==> src/hdl/fat_volume_geometry_assert.svh <==
// Assertion macros shared by the FAT volume geometry RTL.
`ifndef FAT_VOLUME_GEOMETRY_ASSERT_SVH
`define FAT_VOLUME_GEOMETRY_ASSERT_SVH

// Same-cycle implication, disabled while reset is held.
`define FATVG_ASSERT_NOW(label, clk, rst_n, ante, cons) \
  label: assert property (@(posedge clk) disable iff (!rst_n) (ante) |-> (cons)) \
    else $error("fat_volume_geometry: check failed");

// Next-cycle implication, disabled while reset is held.
`define FATVG_ASSERT_NEXT(label, clk, rst_n, ante, cons) \
  label: assert property (@(posedge clk) disable iff (!rst_n) (ante) |=> (cons)) \
    else $error("fat_volume_geometry: check failed");

`endif

==> src/hdl/fatvg_pkg.sv <==
// Types and constants shared by the FAT volume geometry pipeline.
package fatvg_pkg;

  // Register indexes on the configuration port
  localparam logic [2:0] CFG_FAT12_LIMIT  = 3'd0;
  localparam logic [2:0] CFG_FAT12_MAXCL  = 3'd1;
  localparam logic [2:0] CFG_FAT16_MAXCL  = 3'd2;
  localparam logic [2:0] CFG_FAT12_ROOT   = 3'd3;
  localparam logic [2:0] CFG_FAT16_ROOT   = 3'd4;
  localparam logic [2:0] CFG_COPIES       = 3'd5;

  // Reset values
  localparam logic [21:0] RST_FAT12_LIMIT = 22'd32768;
  localparam logic [11:0] RST_FAT12_MAXCL = 12'd4084;
  localparam logic [15:0] RST_FAT16_MAXCL = 16'd65524;
  localparam logic [15:0] RST_FAT12_ROOT  = 16'd112;
  localparam logic [15:0] RST_FAT16_ROOT  = 16'd512;
  localparam logic [2:0]  RST_COPIES      = 3'd2;

  // Fixed caps and band edges
  localparam logic [15:0] SMALL_MAXCL     = 16'd1021;
  localparam logic [23:0] SMALL_MAXFAT    = 24'd3;
  localparam logic [23:0] FAT12_MAXFAT    = 24'd12;
  localparam logic [23:0] FAT16_MAXFAT    = 24'd256;
  localparam logic [21:0] SMALL_SIZE_KIB  = 22'd16384;

  typedef struct packed {
    logic [21:0] limit;
    logic [11:0] max12;
    logic [15:0] max16;
    logic [15:0] root12;
    logic [15:0] root16;
    logic [2:0]  copies;
  } cfg_t;

  // After classification
  typedef struct packed {
    logic        is16;
    logic        tight;
    logic [2:0]  pw;
    logic [11:0] root;
    logic [31:0] data0;
  } cls_t;

  // After FAT estimate
  typedef struct packed {
    logic        is16;
    logic        tight;
    logic [2:0]  pw;
    logic [11:0] root;
    logic [31:0] data0;
    logic [31:0] fat;
  } est_t;

  // After FATs taken out of the data area
  typedef struct packed {
    logic        is16;
    logic        tight;
    logic [2:0]  pw;
    logic [11:0] root;
    logic [31:0] d1;
    logic [23:0] fat;
  } rem_t;

  // After the cluster cap
  typedef struct packed {
    logic        is16;
    logic [2:0]  pw;
    logic [11:0] root;
    logic [15:0] cc;
    logic [23:0] fat;
    logic [23:0] data;
  } cap_t;

  typedef struct packed {
    logic [23:0] total;
    logic [23:0] data;
    logic [15:0] cc;
    logic [8:0]  fat;
    logic [7:0]  spc;
    logic [11:0] root;
    logic        is16;
  } res_t;

endpackage

==> src/hdl/fatvg_classify.sv <==
// Stage one: FAT type, cluster shift band, root size and raw data area.
module fatvg_classify import fatvg_pkg::*; (
  input  logic        clk,
  input  logic        rst_n,
  input  cfg_t        cfg,
  input  logic        in_valid,
  output logic        in_ready,
  input  logic [21:0] in_size,
  output logic        out_valid,
  input  logic        out_ready,
  output cls_t        out_word
);

  logic        valid_r;
  cls_t        word_r;
  cls_t        word_nxt;
  logic [11:0] mib;
  logic [2:0]  pw12;

  assign in_ready = !valid_r || out_ready;
  assign mib      = in_size[21:10];

  always_comb begin
    word_nxt = '0;
    word_nxt.is16  = in_size > cfg.limit;
    word_nxt.tight = in_size <= SMALL_SIZE_KIB;
    if (in_size <= 22'd2048) pw12 = 3'd0;
    else if (in_size <= 22'd4096) pw12 = 3'd1;
    else if (in_size <= 22'd8192) pw12 = 3'd2;
    else if (in_size <= 22'd16384) pw12 = 3'd3;
    else pw12 = 3'd4;
    if (word_nxt.is16) begin
      if (mib <= 12'd128) word_nxt.pw = 3'd2;
      else if (mib <= 12'd256) word_nxt.pw = 3'd3;
      else if (mib <= 12'd512) word_nxt.pw = 3'd4;
      else if (mib <= 12'd1024) word_nxt.pw = 3'd5;
      else if (mib <= 12'd2048) word_nxt.pw = 3'd6;
      else word_nxt.pw = 3'd7;
      word_nxt.root = cfg.root16[15:4];
    end else begin
      // small volumes use four times the cluster size
      word_nxt.pw   = word_nxt.tight ? pw12 + 3'd2 : pw12;
      word_nxt.root = cfg.root12[15:4];
    end
    word_nxt.data0 = {9'd0, in_size, 1'b0} - {20'd0, word_nxt.root} - 32'd1;
  end

  always_ff @(posedge clk) begin
    if (!rst_n) begin
      valid_r <= 1'b0;
    end else if (in_ready) begin
      valid_r <= in_valid;
    end
  end

  always_ff @(posedge clk) begin
    if (in_ready && in_valid) begin
      word_r <= word_nxt;
    end
  end

  assign out_valid = valid_r;
  assign out_word  = word_r;

endmodule

==> src/hdl/fatvg_fat.sv <==
// Stages two and three: FAT size estimate, then FAT copies removed from the data area.
module fatvg_fat import fatvg_pkg::*; (
  input  logic clk,
  input  logic rst_n,
  input  cfg_t cfg,
  input  logic in_valid,
  output logic in_ready,
  input  cls_t in_word,
  output logic out_valid,
  input  logic out_ready,
  output rem_t out_word
);

  logic        est_valid_r;
  est_t        est_r;
  est_t        est_nxt;
  logic        est_ready;
  logic        rem_valid_r;
  rem_t        rem_r;
  rem_t        rem_nxt;
  logic [31:0] cc0;
  logic [31:0] e;
  logic [31:0] b;
  logic [31:0] fat_prod;

  assign est_ready = !rem_valid_r || out_ready;
  assign in_ready  = !est_valid_r || est_ready;

  // FAT estimate from the first cluster count
  always_comb begin
    cc0 = in_word.data0 >> in_word.pw;
    e   = cc0 + 32'd2;
    b   = e + {e[30:0], 1'b0};
    est_nxt.is16  = in_word.is16;
    est_nxt.tight = in_word.tight;
    est_nxt.pw    = in_word.pw;
    est_nxt.root  = in_word.root;
    est_nxt.data0 = in_word.data0;
    if (in_word.is16) begin
      est_nxt.fat = {8'd0, e[31:8]} + {31'd0, |e[7:0]};
    end else begin
      est_nxt.fat = {10'd0, b[31:10]} + {31'd0, |b[9:0]};
    end
  end

  always_comb begin
    fat_prod      = est_r.fat * {29'd0, cfg.copies};
    rem_nxt.is16  = est_r.is16;
    rem_nxt.tight = est_r.tight;
    rem_nxt.pw    = est_r.pw;
    rem_nxt.root  = est_r.root;
    rem_nxt.d1    = est_r.data0 - fat_prod;
    rem_nxt.fat   = est_r.fat[23:0];
  end

  always_ff @(posedge clk) begin
    if (!rst_n) begin
      est_valid_r <= 1'b0;
      rem_valid_r <= 1'b0;
    end else begin
      if (in_ready) est_valid_r <= in_valid;
      if (est_ready) rem_valid_r <= est_valid_r;
    end
  end

  always_ff @(posedge clk) begin
    if (in_ready && in_valid) est_r <= est_nxt;
    if (est_ready && est_valid_r) rem_r <= rem_nxt;
  end

  assign out_valid = rem_valid_r;
  assign out_word  = rem_r;

endmodule

==> src/hdl/fatvg_fit.sv <==
// Stages four and five: cluster count, cap, and the totals of the final layout.
module fatvg_fit import fatvg_pkg::*; (
  input  logic clk,
  input  logic rst_n,
  input  cfg_t cfg,
  input  logic in_valid,
  output logic in_ready,
  input  rem_t in_word,
  output logic out_valid,
  input  logic out_ready,
  output res_t out_word
);

  logic        cap_valid_r;
  cap_t        cap_r;
  cap_t        cap_nxt;
  logic        cap_ready;
  logic        res_valid_r;
  res_t        res_r;
  res_t        res_nxt;
  logic [31:0] cc1;
  logic [15:0] maxc;
  logic [23:0] maxfat;
  logic        over;
  logic [31:0] fat_area;

  assign cap_ready = !res_valid_r || out_ready;
  assign in_ready  = !cap_valid_r || cap_ready;

  always_comb begin
    cc1 = in_word.d1 >> in_word.pw;
    if (in_word.is16) begin
      maxc   = cfg.max16;
      maxfat = FAT16_MAXFAT;
    end else if (in_word.tight) begin
      maxc   = SMALL_MAXCL;
      maxfat = SMALL_MAXFAT;
    end else begin
      maxc   = {4'd0, cfg.max12};
      maxfat = FAT12_MAXFAT;
    end
    over = cc1 > {16'd0, maxc};
    cap_nxt.is16 = in_word.is16;
    cap_nxt.pw   = in_word.pw;
    cap_nxt.root = in_word.root;
    // capped data area reduces to maxc clusters of full size
    if (over) begin
      cap_nxt.cc   = maxc;
      cap_nxt.fat  = maxfat;
      cap_nxt.data = 24'({16'd0, maxc} << in_word.pw);
    end else begin
      cap_nxt.cc   = cc1[15:0];
      cap_nxt.fat  = in_word.fat;
      cap_nxt.data = 24'(cc1 << in_word.pw);
    end
  end

  always_comb begin
    fat_area      = {8'd0, cap_r.fat} * {29'd0, cfg.copies};
    res_nxt.total = cap_r.data + 24'd1 + fat_area[23:0] + {12'd0, cap_r.root};
    res_nxt.data  = cap_r.data;
    res_nxt.cc    = cap_r.cc;
    res_nxt.fat   = cap_r.fat[8:0];
    res_nxt.spc   = 8'(9'd1 << cap_r.pw);
    res_nxt.root  = cap_r.root;
    res_nxt.is16  = cap_r.is16;
  end

  always_ff @(posedge clk) begin
    if (!rst_n) begin
      cap_valid_r <= 1'b0;
      res_valid_r <= 1'b0;
    end else begin
      if (in_ready) cap_valid_r <= in_valid;
      if (cap_ready) res_valid_r <= cap_valid_r;
    end
  end

  always_ff @(posedge clk) begin
    if (in_ready && in_valid) cap_r <= cap_nxt;
    if (cap_ready && cap_valid_r) res_r <= res_nxt;
  end

  assign out_valid = res_valid_r;
  assign out_word  = res_r;

endmodule

==> src/hdl/fat_volume_geometry.sv <==
// Top level of the FAT12/FAT16 volume geometry calculator.
//
//  channel | direction | handshake            | word
//  in_     | input     | in_valid / in_ready  | in_size_kib
//  out_    | output    | out_valid/ out_ready | total, data, clusters, fat, spc, root, type
//  cfg_    | input     | cfg_valid/ cfg_ready | cfg_index, cfg_data
//
// Five register stages: classify, FAT estimate, FAT removal, cluster cap, totals.
// One word per cycle sustained while out_ready stays high.
// Each stage holds its word while the stage below is full and stalled; a bubble
// anywhere lets in_ready stay high, so a waiting result does not block new input.
// Synchronous active-low reset clears the stage valid bits and loads the register
// defaults; cfg_ready is always high.
`include "fat_volume_geometry_assert.svh"

module fat_volume_geometry import fatvg_pkg::*; (
  input  logic        clk,
  input  logic        rst_n,
  input  logic        cfg_valid,
  output logic        cfg_ready,
  input  logic [2:0]  cfg_index,
  input  logic [31:0] cfg_data,
  input  logic        in_valid,
  output logic        in_ready,
  input  logic [21:0] in_size_kib,
  output logic        out_valid,
  input  logic        out_ready,
  output logic [23:0] out_total_sectors,
  output logic [23:0] out_data_sectors,
  output logic [15:0] out_cluster_count,
  output logic [8:0]  out_fat_sectors,
  output logic [7:0]  out_cluster_sectors,
  output logic [11:0] out_root_dir_sectors,
  output logic        out_is_fat16
);

  cfg_t cfg_r;
  logic cls_valid;
  logic cls_ready;
  cls_t cls_word;
  logic rem_valid;
  logic rem_ready;
  rem_t rem_word;
  res_t res_word;

  // Register file; the user must make writes only arrive while the pipeline is empty, the block does not enforce it
  assign cfg_ready = 1'b1;

  always_ff @(posedge clk) begin
    if (!rst_n) begin
      cfg_r.limit  <= RST_FAT12_LIMIT;
      cfg_r.max12  <= RST_FAT12_MAXCL;
      cfg_r.max16  <= RST_FAT16_MAXCL;
      cfg_r.root12 <= RST_FAT12_ROOT;
      cfg_r.root16 <= RST_FAT16_ROOT;
      cfg_r.copies <= RST_COPIES;
    end else if (cfg_valid) begin
      case (cfg_index)
        CFG_FAT12_LIMIT: cfg_r.limit  <= cfg_data[21:0];
        CFG_FAT12_MAXCL: cfg_r.max12  <= cfg_data[11:0];
        CFG_FAT16_MAXCL: cfg_r.max16  <= cfg_data[15:0];
        CFG_FAT12_ROOT:  cfg_r.root12 <= cfg_data[15:0];
        CFG_FAT16_ROOT:  cfg_r.root16 <= cfg_data[15:0];
        CFG_COPIES:      cfg_r.copies <= cfg_data[2:0];
        default: ;
      endcase
    end
  end

  fatvg_classify u_classify (
    .clk       (clk),
    .rst_n     (rst_n),
    .cfg       (cfg_r),
    .in_valid  (in_valid),
    .in_ready  (in_ready),
    .in_size   (in_size_kib),
    .out_valid (cls_valid),
    .out_ready (cls_ready),
    .out_word  (cls_word)
  );

  fatvg_fat u_fat (
    .clk       (clk),
    .rst_n     (rst_n),
    .cfg       (cfg_r),
    .in_valid  (cls_valid),
    .in_ready  (cls_ready),
    .in_word   (cls_word),
    .out_valid (rem_valid),
    .out_ready (rem_ready),
    .out_word  (rem_word)
  );

  fatvg_fit u_fit (
    .clk       (clk),
    .rst_n     (rst_n),
    .cfg       (cfg_r),
    .in_valid  (rem_valid),
    .in_ready  (rem_ready),
    .in_word   (rem_word),
    .out_valid (out_valid),
    .out_ready (out_ready),
    .out_word  (res_word)
  );

  assign out_total_sectors    = res_word.total;
  assign out_data_sectors     = res_word.data;
  assign out_cluster_count    = res_word.cc;
  assign out_fat_sectors      = res_word.fat;
  assign out_cluster_sectors  = res_word.spc;
  assign out_root_dir_sectors = res_word.root;
  assign out_is_fat16         = res_word.is16;

  // cluster size is always a single power of two
  `FATVG_ASSERT_NOW(a_spc_pow2, clk, rst_n, out_valid, $onehot(out_cluster_sectors))
  // FAT16 never uses fewer than four sectors per cluster
  `FATVG_ASSERT_NOW(a_fat16_spc, clk, rst_n, out_valid && out_is_fat16,
                    out_cluster_sectors >= 8'd4)
  // the cap holds the FAT16 cluster count at or below its register
  `FATVG_ASSERT_NOW(a_fat16_cap, clk, rst_n, out_valid && out_is_fat16,
                    out_cluster_count <= cfg_r.max16)

endmodule

==> config.mk <==
export PLATFORM = sky130hd
export DESIGN_NAME = fat_volume_geometry
export DESIGN_NICKNAME = d
export VERILOG_FILES = /design/src/hdl/fatvg_pkg.sv /design/src/hdl/fatvg_classify.sv /design/src/hdl/fatvg_fat.sv /design/src/hdl/fatvg_fit.sv /design/src/hdl/fat_volume_geometry.sv
export VERILOG_INCLUDE_DIRS = /design/src /design/src/hdl
export SDC_FILE = /design/constraint.sdc
export NUM_CORES = 1
export LEC_CHECK = 0
export CORE_MARGIN = 1
export CORE_UTILIZATION = 33
export CTS_BUF_LIST = sky130_fd_sc_hd__clkbuf_16
export DETAILED_ROUTE_END_ITERATION = 10
export DONT_BUFFER_PORTS = 1
export PLACE_DENSITY = 0.48
export SLEW_MARGIN = 30
export SYNTH_ARGS = -nofsm -noshare
export SYNTH_HDL_FRONTEND = slang
export SYNTH_SLANG_ARGS = --single-unit
==> constraint.sdc <==
create_clock -name clk -period 15.15 [get_ports clk]
set_input_delay 2.2725 -clock clk [delete_from_list [all_inputs] [get_ports clk]]
set_output_delay 2.2725 -clock clk [all_outputs]
set_load 0.005 [all_outputs]
# Yosys cells after proc, flatten, opt, wreduce, memory -nomap -nowiden
# Cells that the tools add are included.
# W data, S select, Z words.
# totals
reg_bits	467
n_memories	0
latchBits	0
in_bits	62
rom_bits	0
mem_bits_rw	0
out_inout_bits	97
elab_cells	116
# op_classes
n_mul	2
n_div	0
order_cmp	11
eq_ne	5
bitwise	0
shift	5
reduce_logical	24
n_mux	17
n_addsub	11
# ops
operator	count
$mux W64	1
$shr A32 B3 Y32	2
$add A32 B2 Y32 const B	1
$add A32 B32 Y32	1
$gt A32 B16 Y1	1
$mul A32 B3 Y32	1
$mux W32	1
$shl A32 B3 Y24	1
$sub A32 B1 Y32 const B	1
$sub A32 B32 Y32	1
$mux W3	9
$add A24 B1 Y25	1
$add A24 B1 Y24 const B	1
$add A24 B12 Y24	1
$add A24 B24 Y24	1
$mul A24 B3 Y24	1
$mux W24	1
$shl A16 B3 Y24	1
$sub A23 B12 Y24	1
$add A22 B1 Y23	1
$gt A22 B22 Y1	1
$le A22 B12 Y1 const B	1
$le A22 B13 Y1 const B	1
$le A22 B14 Y1 const B	1
other kinds (23)	42

# Depth between registers and ports, before layout
# depth
ltp_word	10
mapped_depth	28
ltp_nobuf	26

# Hierarchy
# From an unflattened synthesis, not the netlist that was laid out.
# hier_totals
cells_unflattened	3098
area_unflattened_um2	32583.8
# modules_own_cells
module	area_each_um2	instances	seq_area_each_um2	cells_each
fatvg_fat	13600.5	1	4454.3	1319
fatvg_fit	11024.3	1	5265.0	917
fatvg_classify	4633.2	1	1281.2	539
fat_volume_geometry	3325.7	1	1701.6	323

# Least setup slack after synthesis
# Ideal clock, no wire load.
# synth_timing
path_kind	input -> register
from	input port out_ready
to	register u_fit.cap_r[0] (netlist name) (enable)
path_slack_ns	6.348
t_required_ns	14.509
setup_ns	0.641
cell_stages	2
n_path_buf	0
t_arrival_ns	8.162
path_cell_list	nor2b_1 -> a21boi_0
# synth_between
elab_chain_cells	3
# synth_lines
element	line	source
start: declaration	fat_volume_geometry.sv:27	input logic out_ready,
$logic_or A1 B1 Y1	fatvg_fit.sv:27	assign cap_ready = !res_valid_r || out_ready;
$logic_or A1 B1 Y1	fatvg_fit.sv:28	assign in_ready = !cap_valid_r || cap_ready;
$logic_and A1 B1 Y1	fatvg_fit.sv:80	if (in_ready && in_valid) cap_r <= cap_nxt;
end signal: assignment	fatvg_fit.sv:80	
end: declaration	fatvg_fit.sv:15	cap_t cap_r;
# Every way passes these cells.
# A chain may end at the register's enable or synchronous reset.

==> summary.txt <==
Status
  – Status: finished clean

Routing
  – ANT nets after route: 0
  – Post-DR vias/cell: 5.18
  – Routed length per instance: 19.1 um
  – # DRC: 0
  – Routed WL: around 76000 um
  – Routed via count: 20700
  – Drt pass-1 iters: 5
  – Iteration-0 DRC Markers: 1287

Critical path
  – CP cell instances: ha_1, nand4_1, nor4_1, o311a_1, or3_4, nand2_1, mux2i_1, inv_1, fa_1, nand2_1, a41oi_1, o21ba_2, o211a_1, a2111oi_4, nand2_1, nor4_4, nand3_1, xnor2_1
  – Reg2reg path depth: 25
  – CP top delay family: simple AND/OR/NAND/NOR gates
  – Reg2reg end: u_fat.est_r[14]
  – R2R setup slack: 7600 ps
  – CP max FO: 14
  – Required time worst endpoint: 15500 ps
  – Worst path bufs/invs: 1
  – CP Capture Type: flip-flop
  – Slowest cell on the critical path: mux2i_1
  – Reg-to-reg startpoint: u_classify.out_word[46]
  – Setup CP Type: in -> reg
  – CP startpoint: in_size_kib[21]
  – WP data arrival: 8280 ps
  – Number of cells on the critical path: 18
  – Crit start category: input port
  – Worst setup path endpoint: u_classify.out_word[17]
  – Max stage delay on crit path: 630 ps
  – Most used cell, CP: nand2_1

Clock network
  – Clock buffer depth: 3
  – Worst skew pair latency: 630 ps
  – Root buffer cell: clkbuf_16
  – Clock buffer count from CTS: 51
  – CTS tree: done
  – Depth of the CTS H-tree: 2
  – CTS clk-pin slew, worst paths: 60 ps
  – Postcts setup bufs: 0
  – Resize count post-CTS: 0
  – Post-CTS Hold Buffers: 0
  – CTS sink count: 452

Placement
  – Post-DP Area: between 30000 and 40000 um2
  – DP HPWL: 59500 um
  – Input/output buffers: 0
  – Inst Count DP: 3905
  – GPL Wtd Cong: 0.851

Logic synthesis
  – EDFF count, synth: 370
  – FF+latch count, synth: 452
  – Mean Syn Cell Area: between 10 and 15 um2
  – Post-Syn Nets: 3156
  – Post-Syn Instances: roughly 2800
  – Ys async rst share: 0
  – Distinct cells, synth: 96
  – Area of the mapped netlist: 29400 um2
  – Top FF cell, synth: edfxtp_1
  – Syn. warnings: 0
  – Seq/Total Area, Yosys: 0.434

Floorplan
  – Row Count: 109
  – Die width: between 300 and 400 um
  – Placeable Area: slightly below 90000 um2
  – # IOs: 159
  – Full die area: 90300 um2
  – Starting Density: 0.333
  – Die height: 300 um

Timing
  – Slew margin rel.: 0.349
  – Peak Freq: 126 MHz
  – Setup TNS: 0 ps
  – Final worst path period share: 0.524
  – Slew Limit Fails: 0
  – # setup viols final: 0
  – WHS: 405 ps
  – Clock Skew: between 60 and 70 ps
  – Crit path time final: 7940 ps
  – Hold Fails Final Rpt: 0
  – Worst-margin pin slew: 966 ps
  – RSZ-0062 raised after global routing: no

Final layout
  – Area Growth Syn to Fin: 10.1%
  – Multi-input combinational cell area: 15600 um2
  – ANT cells: 0
  – Final non-filler cell total: 4000
  – Share of layout cells above drive strength 1: 0.0705
  – Final nets: 3114
  – Register Area: 12800 um2
  – Commonest non-fill, non-tap cell in the layout: nand2_1
  – Final Cell Area: 32400 um2
  – Fill cell total of the finished layout: 8727
  – Commonest cells after routing, fill and taps aside: nand2_1, edfxtp_1, inv_1

Worst hold path
  – Worst min-delay path class: reg -> reg
  – Beginning of the worst hold path: u_classify.out_word[47]

GRT
  – Vias in the first global route: ~21000
  – Antenna violations before repair: 0
  – Total track usage: 0.167
  – First-pass GRT wire length: 118000 um
  – Remaining Overflow, GRT: 0
  – Pin count of the biggest net entering global routing: 83

Pwr
  – Max VDD drop: between 0.08 and 0.09 mV
  – Pwr Total: 3.72 mW
  – Static Leak: 12.1 nW
  – Pwr dens: 115 nW/um2

Run
  – Max-Cap Viols: 0
[flip-flops by register name, indices dropped and copies added, names as in the netlist, 49 cells and up]
| name | count |
|---|---|
| cfg_r | 77 |
| u_fat.out_word | 73 |
| u_fit.out_word | 94 |
| u_fat.est_r | 74 |
| u_fit.cap_r | 80 |
| u_classify.out_word | 49 |
[worst min-delay path by stage]
stage	end	slack (ps)	depth (start not counted)
finish	u_fat.est_r[79]	410	0
global route	u_fat.est_r[79]	420	0
CTS	u_fat.est_r[79]	400	0
detailed placement	u_fat.est_r[72]	400	0
global placement	u_fat.out_word[71]	400	0
floorplan	u_fat.est_r[64]	400	0
[where the power goes]
group / internal (mW) / switching, mW / leakage [nW] / total [mW]
clock network: 0.731 / 0.519 / 0.890 / 1.25
registers: 1.42 / 0.0482 / 4.15 / 1.47
logic: 0.399 / 0.600 / 7.08 / 0.999
[through the flow]
stage                util  setup WS, ps
finish              0.366          7210
global route        0.366          6790
CTS                 0.366          7210
detailed placement  0.346          6560
global placement    0.346          6650
floorplan               -          6350
[cell type report]
class / count / area share
Clock inverter: 42 / 0.0132
Multi-Input combinational cell: 2104 / 0.483
Sequential cell: 452 / 0.394
Timing Repair Buffer: 18 / 0.00502
Tap cell: 1165 / 0.0450
Inverter: 167 / 0.0194
Clock buffer: 52 / 0.0402
[routing by layer]
| metal | vias up | track usage | wire length, um |
|---|---|---|---|
| met5 | - | 0 | 0 |
| met4 | 0 | 0.0432 | 1650 |
| met3 | 97 | 0.0240 | 3170 |
| met2 | 460 | 0.285 | 36500 |
| met1 | 10141 | 0.220 | 34900 |
| li1 | 10002 | - | - |
[kinds of logic (layout without fill, tap and decap cells)]
group	Yosys count	after routing	synth area share
DFF	452	452	0.434
xor gates and xnor gates	179	179	0.0533
buffers and inverters	280	279	0.0366
muxes	140	140	0.0602
adders and majority gates	260	260	0.137
and+or+nand+nor	1019	1019	0.163
other	2	2	0.000255
AOI/OAI and AO/OA	504	504	0.116
[cell usage after synthesis, types with 19 or more instances]
master | n | area [um2]
xnor2_1 | 132 | 1160
nand3_1 | 84 | 420
o21a_1 | 19 | 143
dfxtp_1 | 82 | 1640
edfxtp_1 | 370 | 11100
inv_1 | 165 | 619
a21oi_1 | 132 | 661
nand4_1 | 27 | 169
mux4_2 | 26 | 586
mux2_2 | 21 | 236
and3_1 | 33 | 206
nand2b_1 | 20 | 125
xor2_1 | 47 | 412
fa_1 | 104 | 2080
a21boi_0 | 55 | 413
nor2b_1 | 26 | 163
clkbuf_1 | 86 | 323
mux2i_1 | 92 | 921
o21ai_0 | 89 | 445
or3_1 | 20 | 125
nor2_1 | 170 | 638
ha_1 | 154 | 1930
and2_1 | 62 | 388
o21ai_1 | 22 | 110
a21o_1 | 46 | 345
nand2_1 | 453 | 1700
nor3_1 | 44 | 220
Power figures use the tool's default switching activity.
